--- src/pld_pkg.sv ---
// pld_pkg: shared types and constants for the preamble length deframer
// no dependencies; imported by pld_frame_fsm, pld_out_reg and the top level
`default_nettype none

package pld_pkg;

	localparam int ByteW = 8;
	localparam int WordW = 32;

	// frame phase codes
	localparam logic [1:0] PH_HUNT = 2'd0;
	localparam logic [1:0] PH_LEN  = 2'd1;
	localparam logic [1:0] PH_DATA = 2'd2;

	localparam logic [1:0] HDR_LAST = 2'd3;

	typedef struct packed {
		logic             valid;
		logic [ByteW-1:0] data;
		logic             first;
		logic             last;
		logic             empty;
	} pld_result_t;

endpackage

`default_nettype wire

--- src/pld_frame_fsm.sv ---
// pld_frame_fsm: preamble hunt, length header assembly and payload countdown
// depends on pld_pkg
`default_nettype none

module pld_frame_fsm (
	input  wire logic                           clk,
	input  wire logic                           arst_n,
	input  wire logic                           step,
	input  wire logic [pld_pkg::ByteW-1:0]      byte_in,
	input  wire logic [pld_pkg::WordW-1:0]      preamble,
	output pld_pkg::pld_result_t                result
);
	import pld_pkg::*;

	logic [1:0]       phase_q, phase_d;
	logic [WordW-1:0] hist_q, hist_d;
	logic [1:0]       hdr_cnt_q, hdr_cnt_d;
	logic [WordW-1:0] len_q, len_d;
	logic [WordW-1:0] remain_q, remain_d;
	logic             seen_q, seen_d;
	logic [WordW-1:0] hist_shift;
	logic [WordW-1:0] len_shift;

	assign hist_shift = {hist_q[WordW-ByteW-1:0], byte_in};
	assign len_shift  = {len_q[WordW-ByteW-1:0], byte_in};

	always_comb begin
		phase_d   = phase_q;
		hist_d    = hist_q;
		hdr_cnt_d = hdr_cnt_q;
		len_d     = len_q;
		remain_d  = remain_q;
		seen_d    = seen_q;
		result    = '0;
		case (phase_q)
			PH_LEN: begin
				len_d = len_shift;
				if (hdr_cnt_q == HDR_LAST) begin
					hdr_cnt_d = '0;
					if (len_shift == '0) begin
						// zero length: one empty marker, then hunt again
						result.valid = 1'b1;
						result.first = 1'b1;
						result.last  = 1'b1;
						result.empty = 1'b1;
						phase_d      = PH_HUNT;
						hist_d       = '0;
						len_d        = '0;
						remain_d     = '0;
						seen_d       = 1'b0;
					end else begin
						remain_d = len_shift;
						seen_d   = 1'b0;
						phase_d  = PH_DATA;
					end
				end else begin
					hdr_cnt_d = hdr_cnt_q + 2'd1;
				end
			end
			PH_DATA: begin
				result.valid = 1'b1;
				result.data  = byte_in;
				result.first = ~seen_q;
				result.last  = (remain_q == WordW'(1));
				seen_d       = 1'b1;
				remain_d     = remain_q - WordW'(1);
				if (remain_q == WordW'(1)) begin
					phase_d   = PH_HUNT;
					hist_d    = '0;
					hdr_cnt_d = '0;
					len_d     = '0;
					seen_d    = 1'b0;
				end
			end
			default: begin
				// hunting; the unused phase code behaves the same
				phase_d = PH_HUNT;
				hist_d  = hist_shift;
				if (hist_shift == preamble) begin
					phase_d   = PH_LEN;
					hdr_cnt_d = '0;
					len_d     = '0;
				end
			end
		endcase
		if (!step) begin
			result.valid = 1'b0;
		end
	end

	always_ff @(posedge clk or negedge arst_n) begin
		if (!arst_n) begin
			phase_q   <= PH_HUNT;
			hist_q    <= '0;
			hdr_cnt_q <= '0;
			len_q     <= '0;
			remain_q  <= '0;
			seen_q    <= 1'b0;
		end else if (step) begin
			phase_q   <= phase_d;
			hist_q    <= hist_d;
			hdr_cnt_q <= hdr_cnt_d;
			len_q     <= len_d;
			remain_q  <= remain_d;
			seen_q    <= seen_d;
		end
	end

endmodule

`default_nettype wire

--- src/pld_out_reg.sv ---
// pld_out_reg: result register holding one request for the output channel
// depends on pld_pkg
`default_nettype none

module pld_out_reg (
	input  wire logic                       clk,
	input  wire logic                       arst_n,
	input  wire logic                       load,
	input  wire pld_pkg::pld_result_t       result,
	input  wire logic                       out_ready,
	output logic                            out_valid,
	output logic                            free,
	output logic [pld_pkg::ByteW-1:0]       payload_byte,
	output logic                            first_of_frame,
	output logic                            last_of_frame,
	output logic                            empty_frame
);
	import pld_pkg::*;

	logic             valid_q;
	logic [ByteW-1:0] data_q;
	logic             first_q;
	logic             last_q;
	logic             empty_q;

	// room for a new result when empty or being taken this cycle
	assign free = ~valid_q | out_ready;

	always_ff @(posedge clk or negedge arst_n) begin
		if (!arst_n) begin
			valid_q <= 1'b0;
		end else if (load) begin
			valid_q <= result.valid;
		end else if (out_ready) begin
			valid_q <= 1'b0;
		end
	end

	always_ff @(posedge clk) begin
		if (load && result.valid) begin
			data_q  <= result.data;
			first_q <= result.first;
			last_q  <= result.last;
			empty_q <= result.empty;
		end
	end

	assign out_valid      = valid_q;
	assign payload_byte   = data_q;
	assign first_of_frame = first_q;
	assign last_of_frame  = last_q;
	assign empty_frame    = empty_q;

endmodule

`default_nettype wire

--- src/preamble_length_deframer_unit.sv ---
// preamble_length_deframer_unit: top level with input register and config register
// depends on pld_pkg, pld_frame_fsm, pld_out_reg
//
//   channel   signals                                            dir
//   cfg       cfg_valid cfg_ready preamble_word                  in
//   rx        rx_valid rx_ready rx_byte                          in
//   out       out_valid out_ready payload_byte first_of_frame
//             last_of_frame empty_frame                          out
//
// one byte per cycle sustained while out is not stalled; a byte is registered, then
// decoded against the frame state and its result (if any) is loaded into the output
// register once that register is free
// reset clears frame state, the preamble register and both valid flags
// an out stall holds the input register; rx_ready drops only while both are full
`default_nettype none

module preamble_length_deframer_unit (
	input  wire logic                        clk,
	input  wire logic                        arst_n,
	input  wire logic                        cfg_valid,
	output logic                             cfg_ready,
	input  wire logic [pld_pkg::WordW-1:0]   preamble_word,
	input  wire logic                        rx_valid,
	output logic                             rx_ready,
	input  wire logic [pld_pkg::ByteW-1:0]   rx_byte,
	output logic                             out_valid,
	input  wire logic                        out_ready,
	output logic [pld_pkg::ByteW-1:0]        payload_byte,
	output logic                             first_of_frame,
	output logic                             last_of_frame,
	output logic                             empty_frame
);
	import pld_pkg::*;

	logic [WordW-1:0] preamble_q;
	logic             valid_s1;
	logic [ByteW-1:0] byte_s1;
	logic             out_free;
	logic             step;
	pld_result_t      result;

	assign cfg_ready = 1'b1;

	always_ff @(posedge clk or negedge arst_n) begin
		if (!arst_n) begin
			preamble_q <= '0;
		end else if (cfg_valid) begin
			preamble_q <= preamble_word;
		end
	end

	assign step     = valid_s1 & out_free;
	assign rx_ready = ~valid_s1 | out_free;

	always_ff @(posedge clk or negedge arst_n) begin
		if (!arst_n) begin
			valid_s1 <= 1'b0;
		end else if (rx_ready) begin
			valid_s1 <= rx_valid;
		end
	end

	always_ff @(posedge clk) begin
		if (rx_ready && rx_valid) begin
			byte_s1 <= rx_byte;
		end
	end

	pld_frame_fsm u_fsm (
		.clk      (clk),
		.arst_n   (arst_n),
		.step     (step),
		.byte_in  (byte_s1),
		.preamble (preamble_q),
		.result   (result)
	);

	pld_out_reg u_out (
		.clk            (clk),
		.arst_n         (arst_n),
		.load           (step),
		.result         (result),
		.out_ready      (out_ready),
		.out_valid      (out_valid),
		.free           (out_free),
		.payload_byte   (payload_byte),
		.first_of_frame (first_of_frame),
		.last_of_frame  (last_of_frame),
		.empty_frame    (empty_frame)
	);

endmodule

`default_nettype wire

--- config.mk ---
export PLATFORM = sky130hd
export DESIGN_NAME = preamble_length_deframer_unit
export DESIGN_NICKNAME = d
export VERILOG_FILES = /design/src/pld_pkg.sv /design/src/pld_frame_fsm.sv /design/src/pld_out_reg.sv /design/src/preamble_length_deframer_unit.sv
export SDC_FILE = /design/constraint.sdc
export NUM_CORES = 1
export LEC_CHECK = 0
export BUFFER_PORTS_ARGS = -buffer_cell sky130_fd_sc_hd__buf_2
export CAP_MARGIN = 20
export CORE_MARGIN = 3
export CORE_UTILIZATION = 60
export CTS_BUF_LIST = sky130_fd_sc_hd__clkbuf_2
export CTS_CLUSTER_DIAMETER = 60
export DETAILED_ROUTE_END_ITERATION = 8
export PLACE_DENSITY = 0.8
export RECOVER_POWER = 50
export SYNTH_ARGS = -nofsm -noshare
export SYNTH_HDL_FRONTEND = slang
export SYNTH_SLANG_ARGS = --single-unit
--- constraint.sdc ---
create_clock -name clk -period 2.85 [get_ports clk]
set_input_delay 0.1425 -clock clk [delete_from_list [all_inputs] [get_ports clk]]
set_output_delay 0.1425 -clock clk [all_outputs]
set_load 0.02 [all_outputs]
== Word-level counts from Yosys, hierarchy flattened ==
Index checks and enable logic that the tools add are counted.

* Muxes and demuxes: 30
* Reductions and logical operators: 11
* Add/sub/neg operators: 2
* Bitwise gates (word level): 6
* Equality and inequality tests: 8

{| class="wikitable"
|+ Operator list
! operator !! count
|-
| two-way mux 24 bit || 5
|-
| one-hot mux 24 bit (2 select lines) || 2
|-
| two-way mux 32 bit || 2
|-
| one-hot mux 32 bit (2 select lines) || 1
|-
| == test 32 x 1 -> 1 bit (second input constant) || 1
|-
| == test 32 bit || 1
|-
| logical NOT 32 bit || 1
|-
| subtractor 32 x 1 -> 32 bit (second input constant) || 1
|-
| one-hot mux 2 bit (2 select lines) || 3
|-
| two-way mux 2 bit || 5
|-
| AND reduction 3 bit || 3
|-
| two-way mux 1 bit || 8
|-
| two-way mux 3 bit || 2
|-
| inequality test 2 x 1 -> 1 bit (second input constant) || 3
|-
| == test 2 bit (second input constant) || 2
|-
| one-hot mux 1 bit (2 select lines) || 2
|-
| AND reduction 4 bit || 1
|-
| nonzero test 2 bit || 2
|-
| inverter 1 bit || 3
|-
| nonzero test 3 bit || 1
|-
| adder 2 x 1 -> 2 bit (second input constant) || 1
|-
| == test 2 x 1 -> 1 bit (second input constant) || 1
|-
| logical AND 1 bit || 2
|-
| OR 1 bit || 2
|-
| other kinds (2) || 2
|}

* Input bits: 45
* Word-level logic and storage cells: 71
* Bits in registers: 138
* Output and inout port bits: 14

== Logic depth before layout (Yosys ltp) ==
Gate-level depths: netlist of the first run.

* Depth in word-level cells: 6
* Depth in mapped cells: 10
* Gate-level depth less buffers: 8

== Modules after synthesis ==
A second synthesis of the first run with hierarchy kept.

* Cells, all modules: 614
* Area total of the unflattened synthesis: 6817.8 µm²

{| class="wikitable"
|+ By module, submodules not included
! module !! sequential area each (µm²) !! area each (µm²) !! instances !! cells an instance
|-
| pld_frame_fsm || 2127.0 || 4785.8 || 1 || 516
|-
| preamble_length_deframer_unit || 1066.0 || 1646.6 || 1 || 83
|-
| pld_out_reg || 355.3 || 385.4 || 1 || 15
|}

== Worst setup path after synthesis of the first run ==
No wires, ideal clock.

* Path kind: reg-to-reg
* Start point: reg byte_s1[2]
* End point: reg u_out.empty_q, in the netlist u_out.empty_frame (enable)
* Data required time: 2.457 ns
* Buffers on the path: 0
* Setup time: 0.393 ns
* Cell stages (with the launch flop): 6
* Period minus slack after synthesis: 2.435 ns
* Arrival: 2.042 ns
* Slack: 0.415 ns
* Cell sequence: edfxtp_1 > nor4_1 > nand4_1 > nor3_1 > nor2_1 > nor3_1

* Longest elaborated chain between the ends: 6

{| class="wikitable"
|+ Ends and longest elaborated chain
! item !! RTL line !! source
|-
| start: declaration || preamble_length_deframer_unit.sv:37 || <nowiki>logic [ByteW-1:0] byte_s1;</nowiki>
|-
| start signal: assignment || preamble_length_deframer_unit.sv:65 || <nowiki>byte_s1 <= rx_byte;</nowiki>
|-
| logical NOT 32 bit || pld_frame_fsm.sv:40 || <nowiki>if (len_shift == '0) begin</nowiki>
|-
| two-way mux 1 bit || pld_frame_fsm.sv:40 ||
|-
| two-way mux 1 bit || pld_frame_fsm.sv:38 || <nowiki>if (hdr_cnt_q == HDR_LAST) begin</nowiki>
|-
| one-hot mux 1 bit (2 select lines) || pld_frame_fsm.sv:35 || <nowiki>case (phase_q)</nowiki>
|-
| two-way mux 1 bit || pld_frame_fsm.sv:86 || <nowiki>if (!step) begin</nowiki>
|-
| logical AND 1 bit || pld_out_reg.sv:40 || <nowiki>if (load && result.valid) begin</nowiki>
|-
| end signal: assignment || pld_out_reg.sv:44 || <nowiki>empty_q <= result.empty;</nowiki>
|-
| end: declaration || pld_out_reg.sv:24 || <nowiki>logic empty_q;</nowiki>
|}

Every way passes these cells.
A chain may end at the register's enable or synchronous reset.

== Final worst setup path of the first run ==
* Start point: reg u_fsm.remain_q[1]
* End point: reg u_fsm.len_q[17]

* Longest elaborated chain between the ends: 3

{| class="wikitable"
|+ Ends and longest elaborated chain
! item !! RTL line !! source
|-
| start: declaration || pld_frame_fsm.sv:19 || <nowiki>logic [WordW-1:0] remain_q, remain_d;</nowiki>
|-
| start signal: assignment || pld_frame_fsm.sv:104 || <nowiki>remain_q <= remain_d;</nowiki>
|-
| == test 32 x 1 -> 1 bit || pld_frame_fsm.sv:67 || <nowiki>if (remain_q == WordW'(1)) begin</nowiki>
|-
| inequality test 2 x 1 -> 1 bit (no line) || n/a ||
|-
| AND reduction 3 bit (no line) || n/a ||
|-
| end signal: assignment || pld_frame_fsm.sv:103 || <nowiki>len_q <= len_d;</nowiki>
|-
| end: declaration || pld_frame_fsm.sv:18 || <nowiki>logic [WordW-1:0] len_q, len_d;</nowiki>
|}

Every way passes these cells.

==> metrics.md, run 1 <==
| Metric | Value |
|---|---|
| Outcome | `finished with violations` |
| Failing checks | `max-capacitance violations, max-slew violations` |
| Clock transition at the registers of the reported paths | `approximately 0.18 ns` |
| Yosys warning count | `0` |
| Number of global-route vias before repair | `5266` |
| Core Region | `10940 sq um` |
| GPL Wtd Cong | `about 0.89` |
| Reg-to-reg startpoint | `u_fsm.remain_q[1]` |
| Area grow syn2layout | `15.84%` |
| Grt ovf | `0` |
| Root Driver | `clkbuf_2` |
| Final Hold Vio Count | `0` |
| Drt pass-1 iters | `5` |
| Netlist cell types | `50` |
| Clock Skews | `0.02561 ns` |
| DP Wirelength | `10740 um` |
| Nature of the critical path endpoint | `flip-flop` |
| Die span in y | `112.4 um` |
| Yosys top cell area share | `43.82%` |
| Register bit total from synthesis | `138` |
| FMAX | `410.8 MHz` |
| Period utilization | `85.41%` |
| First-pass GRT wire length | `26490 um` |
| Post-synthesis average cell area | `10.39 sq um` |
| Number of synthesized flops with an enable pin | `19` |
| Largest net degree at the start of global routing | `63` |
| # diodes | `0` |
| Chip width | `roughly 110 um` |
| Slowest library cell on the worst path | `or4b_2` |
| Critical path type | `flip-flop to flip-flop` |
| Top post-synthesis cells by count | `dfrtp_1, nand2_1, nor2_1` |
| Synth Cell Area | `6795 sq um` |
| DR vias/cell | `5.838` |
| Area leader, netlist | `dfrtp_1` |
| CP arrival | `3.02 ns` |
| WL/cell | `17.75 um` |
| Final antenna-violating net count | `0` |
| Fillers | `752` |
| Clk sinks | `around 140` |
| Power Dens Cells | `715.7 nW/um^2` |
| Final worst slack | `about 0.42 ns` |
| Slew Limit Fails | `63` |
| 1st-iter DRT viols | `roughly 450` |
| Number of max-cap violations | `1` |
| Die area | `12640 sq um` |
| DRC errors left | `0` |
| Total CTS buffers | `17` |
| PortBufs | `57` |
| Req. time, crit path | `between 3 and 4 ns` |
| Max VDD drop | `532.8 uV` |
| DP Worst Slack | `0.4633 ns` |
| Final setup vio count | `0` |
| Ys async rst share | `86.23%` |
| Worst min path class | `primary input to flip-flop` |
| Crit-path leading delay family | `simple AND/OR/NAND/NOR gates` |
| Initial antenna violation count | `0` |
| Hold Buf Count CTS | `44` |
| Total Wirelength | `16100 um` |
| Most common cell in the netlist | `dfrtp_1` |
| Initial Util | `62.14%` |
| DP Area | `7221 sq um` |
| RSZ-0062 raised after global routing | `false` |
| Most used DFF post-synth | `dfrtp_1` |
| Gate Count Post-Synth | `654` |
| CTS max path bufs | `2` |
| Static leakage | `~3.5 nW` |
| Nets@finish | `805` |
| Relative slew slack | `-0.6258%` |
| Minimum clock period after layout | `2.434 ns` |
| Ratio of cells with drive above 1 in the final layout | `20.21%` |
| Total GRT Usage | `26.75%` |
| Htree depth | `4` |
| Num rows | `38` |
| I/O pin count | `59` |
| Worst-margin pin slew | `1.509 ns` |
| Vias post-DR | `5295` |
| CP cell instances | `inv_1 -> ha_1 -> or4b_2 -> o41ai_2 -> nand4_1 -> buf_4 -> mux2i_1` |
| Hold_sp | `cfg_valid` |
| CTS tree | `done` |
| Setup TNS | `0 ns` |
| Synth top area cells | `dfrtp_1, edfxtp_1, mux2_2` |
| CP startpoint kind | `flip-flop` |
| Post-route cell area | `between 7000 and 8000 sq um` |
| Worst-path maximum fanout | `25` |
| Sequential fraction of the synthesis area | `52.22%` |
| CTS resizes | `0` |
| Syn_nets | `approximately 700` |
| Worst stage delay on the critical path | `between 0.6 and 0.7 ns` |
| Post-CTS setup buffers | `0` |
| Critical path startpoint | `u_fsm.remain_q[1]` |
| Clock Latency Late Sink | `0.71 ns` |
| Buffer and inverter count on the worst path | `2` |
[metal layers]
layer | track usage [%] | share of wire, % | up-vias
met4 | 8.013 | 1.6 | 0
met2 | 40.84 | 47 | 204
met1 | 36.82 | 43 | 2555
met3 | 9.003 | 8.3 | 25
met5 | 0 | 0 | -
li1 | - | - | 2511
[sequential cells by signal (all words and copies together) (netlist names)]
register,flops
u_fsm.remain_q,32
u_out.first_of_frame,1
u_fsm.phase_q,2
valid_s1,1
u_fsm.hist_q,24
u_fsm.len_q,24
u_fsm.seen_q,1
byte_s1,8
preamble_q,32
u_out.empty_frame,1
u_fsm.hdr_cnt_q,2
u_out.payload_byte,8
u_out.last_of_frame,1
u_out.out_valid,1
[cell type report]
cell class                      instances  area (sq um)  area share, %
Clock buffer                           21         105.1          1.335
Clock inverter                         10         126.4          1.605
Inverter                               32         120.1          1.526
Multi-Input combinational cell        450          2952          37.50
Sequential cell                       138          3548          45.08
Tap cell                              140         175.2          2.225
Timing Repair Buffer                  116         844.6          10.73
[placed cells by master (no fill, tap or decap), drive strengths merged, types with 2 or more instances in the layout]
master	netlist	final
clkbuf	18	25
o21ai	55	55
dfrtp	119	119
o221a	11	11
bufinv	0	3
dlygate4sd3	0	44
a21oi	12	12
nand2	92	92
nor3	7	7
buf	16	68
nor2	51	51
ha	5	5
and4	3	3
mux2i	28	28
or3	3	3
nand4	10	10
o211ai	4	4
edfxtp	19	19
and3	8	8
nand3	16	16
mux2	34	34
nand2b	5	5
nor2b	3	3
nor4	29	29
o41ai	2	2
inv	32	32
a211oi	11	11
o22ai	5	5
nor4b	2	2
and2	11	11
xor2	32	32
clkinv	0	7
[metrics by stage]
step | instances | power, mW | hold slack (ns) | util [%]
2_1_floorplan | 654 | 3.970 | -0.1531 | -
4_1_cts | 907 | 5.641 | 0.01447 | 72.17
5_1_grt | 907 | 5.996 | 0.04444 | 71.98
3_5_place_dp | 832 | 4.443 | 0.2741 | 66.03
6_report | 907 | 5.633 | 0.1083 | 71.98
3_3_place_gp | 832 | 4.332 | 0.2748 | 66.03
[logic make-up (layout without fill, tap and decap cells)]
logic type               after synthesis  count (layout)  share of synthesized area [%]
buffers and inverters                 66             179                          4.438
other                                  1               1                        0.05519
XOR/XNOR                              32              32                          4.124
AO/OA/AOI/OAI                        107             107                          10.11
adder cells (fa/ha/maj)                5               5                         0.9206
AND/OR/NAND/NOR                      243             243                          18.32
multiplexers                          62              62                          9.814
flip-flops                           138             138                          52.22
[path summary, 6_finish.rpt]
| kind | endpoint | slack, ns | depth (start not counted) |
|---|---|---|---|
| setup / recovery | u_fsm.len_q[17] | 0.42 | 7 |
| setup reg to reg | u_fsm.len_q[17] | 0.42 | 7 |
| max in group asynchronous | preamble_q[26] | 0.54 | 3 |
| hold / removal | preamble_q[0] | 0.11 | 2 |
| hold reg to reg | u_fsm.hist_q[20] | 0.53 | 2 |
| min in group asynchronous | u_fsm.remain_q[10] | 0.33 | 2 |
[power breakdown]
part | internal (mW) | switching [mW] | leakage, nW
clock | 0.489 | 0.669 | 0.153
combinational | 0.660 | 0.590 | 1.75
sequential | 2.49 | 0.736 | 1.62
(Power assumes the default switching activity.)
==> run 2, diff against run 1 <==
CORE_UTILIZATION = 56   (was 60)
PLACE_DENSITY = 0.79   (was 0.8)
clock period = 2 ns   (was 2.85 ns; I/O delays follow)
==> metrics.md, run 2 (synthesis results as in run 1) <==
| Metric | Value |
|---|---|
| Total CTS buffers | `17 (unchanged)` |
| # diodes | `0 (unchanged)` |
| Root Driver | `clkbuf_2` |
| Worst-path maximum fanout | `48 (+92%)` |
| Initial Util | `58.51% (-3.6 points)` |
| Power Dens Cells | `1060 nW/um^2 (+48%)` |
| DR vias/cell | `6.969 (+19%)` |
| Commonest cells after routing, fill and taps aside | `dfrtp_1, buf_4, nand2_1, dlygate4sd3_1, buf_2` |
| Most utilized layer in the global route result | `met2` |
| Met2 Use GR | `54.97% (+14 points)` |
| Number of global-route vias before repair | `6439 (+22%)` |
| Drt pass-1 iters | `7 (+2)` |
| DP Area | `7955 sq um (+10%)` |
| CTS tree | `done` |
| Hold_sp | `rx_byte[7]` |
| Number of max-cap violations | `0 (-1)` |
| Static leakage | `4.553 nW (+29%)` |
| Die area | `13490 sq um (+6.8%)` |
| WHS Endpoint | `byte_s1[7]` |
| Critical path startpoint | `u_fsm.remain_q[1]` |
| Die span in y | `116.2 um (+3.3%)` |
| Most common cell after layout, fill and taps aside | `dfrtp_1` |
| Failing checks | `negative setup slack` |
| Total GRT Usage | `33.16% (+6.4 points)` |
| Minimum clock period after layout | `2.539 ns (+0.1050 ns)` |
| Max VDD drop | `735.7 uV (+38%)` |
| WL/cell | `27.17 um (+53%)` |
| Chip width | `116.2 um (+3.3%)` |
| Final cell count without fillers | `1070 (+18%)` |
| Reg-to-reg startpoint | `u_fsm.remain_q[1]` |
| Register-to-Register Path Depth | `7 (unchanged)` |
| Total Wirelength | `29070 um (+81%)` |
| Vias post-DR | `7457 (+41%)` |
| PortBufs | `57 (unchanged)` |
| Clk sinks | `138 (unchanged)` |
| Slew Limit Fails | `0 (-100%)` |
| Top flop regs | `preamble_q x32, u_fsm.remain_q x32` |
| Nature of the critical path endpoint | `flip-flop` |
| Clock transition at the registers of the reported paths | `0.28 ns (+0.10 ns)` |
| Area grow syn2layout | `50.23%` |
| Relative slew slack | `15.45% (+16 points)` |
| CP arrival | `3.23 ns (+0.21 ns)` |
| Final Hold Vio Count | `0 (unchanged)` |
| Met3 usage | `8.187% (-0.82 points)` |
| Worst-margin pin slew | `1.268 ns (-0.2411 ns)` |
| GR Util met1 | `41.51% (+4.7 points)` |
| Final worst slack | `-0.5390 ns (-0.9550 ns)` |
| Placed insts | `925 (+11%)` |
| Worst min path class | `primary input to flip-flop` |
| R2R Setup Slk | `-0.54 ns (-0.95 ns)` |
| Final antenna-violating net count | `0 (unchanged)` |
| Req. time, crit path | `2.69 ns (-0.74 ns)` |
| Clock Skews | `0.08296 ns (+0.05735 ns)` |
| Clock Latency Late Sink | `0.81 ns (+0.10 ns)` |
| Worst hold slack | `0.04580 ns (-0.06246 ns)` |
| Setup TNS | `-31.34 ns (-31.34 ns)` |
| Grt ovf | `0 (unchanged)` |
| Post-route cell area | `10210 sq um (+30%)` |
| Critical path type | `flip-flop to flip-flop` |
| GPL Wtd Cong | `0.9005 (+0.66%)` |
| 1st-iter DRT viols | `1527 (+240%)` |
| Reg2reg end | `u_fsm.hist_q[11]` |
| DRC errors left | `0 (unchanged)` |
| Nets@finish | `964 (+20%)` |
| Period utilization | `127.0% (+42 points)` |
| I/O pin count | `59 (unchanged)` |
| Core Region | `11610 sq um (+6.2%)` |
| Final setup vio count | `99 (+99)` |
| Hold-critical path depth | `2 (unchanged)` |
| Num rows | `39 (+2.6%)` |
| Initial antenna violation count | `0 (unchanged)` |
| DP Wirelength | `12170 um (+13%)` |
| Largest net degree at the start of global routing | `70 (+11%)` |
| CTS max path bufs | `2 (unchanged)` |
| First-pass GRT wire length | `33820 um (+28%)` |
| RSZ-0062 raised after global routing | `true` |
| Ratio of cells with drive above 1 in the final layout | `42.61% (+22 points)` |
| FMAX | `393.8 MHz (-4.1%)` |
| Outcome | `finished with violations` |
| Total Power | `10.82 mW (+92%)` |
| CP startpoint kind | `flip-flop` |
| Htree depth | `4 (unchanged)` |
run 2: cell count changes in the layout (fill, tap and decap cells not counted), moves of 12 or more:
cell,change
buf_4,+92
buf_6,+24
dlygate4sd3_1,+25
nor2_1,-15
nor4_1,-14
o21ai_0,-28
o21ai_1,+12
o21ai_2,+16
run 2: layer usage:
layer | wire [um] | vias up
li1 | - | 2835
met1 | 9415 | 3449
met2 | 13200 | 849
met3 | 3733 | 324
met4 | 2717 | 0
met5 | 0 | -
run 2: worst max-delay path by stage:
stage | endpoint | slack (ns) | depth (start not counted)
after floorplan | u_fsm.hdr_cnt_q[0] | -0.06 | 6
after global placement | u_fsm.len_q[22] | -0.21 | 7
after detailed placement | u_fsm.len_q[9] | -0.31 | 6
after CTS | u_fsm.len_q[9] | -0.18 | 7
after global routing | u_fsm.hist_q[11] | -0.58 | 6
final | u_fsm.hist_q[11] | -0.54 | 7
run 2: where the power goes:
part           switching [mW]  internal [mW]
combinational            2.33           2.02
sequential              0.851           3.55
clock                    1.24          0.827
total                    4.42           6.40
run 2: critical path: stages, from the launching register on:
cell	delay, ns
dfrtp_1	0.50
inv_2	0.12
ha_4	0.14
or4b_4	0.49
o41ai_4	0.34
nand3_1	0.25
buf_12	0.26
o21ai_1	0.33
run 2: stage by stage:
stage	worst slack, ns	util [%]
after global placement	-0.2101	68.50
final	-0.5390	87.90
after detailed placement	-0.3051	68.50
after CTS	-0.1848	79.34
after global routing	-0.5843	87.90
after floorplan	-0.05831	-
run 2: repair_timing:
item                       in CTS  in global routing
gates resized for setup        37                172
hold buffers                   68                  1
buffers inserted                8                 30
setup endpoints to repair      80                 97
gates cloned                    2                  5
hold endpoints to repair      169                  3
pin swaps                      14                 50
run 2: final cells by class:
type,count,area [sq um]
Timing Repair Buffer,275,2440
Inverter,32,122.6
Fill cell,430,1405
Clock inverter,15,196.4
Tap cell,143,178.9
Sequential cell,138,3550
Multi-Input combinational cell,450,3636
Clock buffer,17,85.08
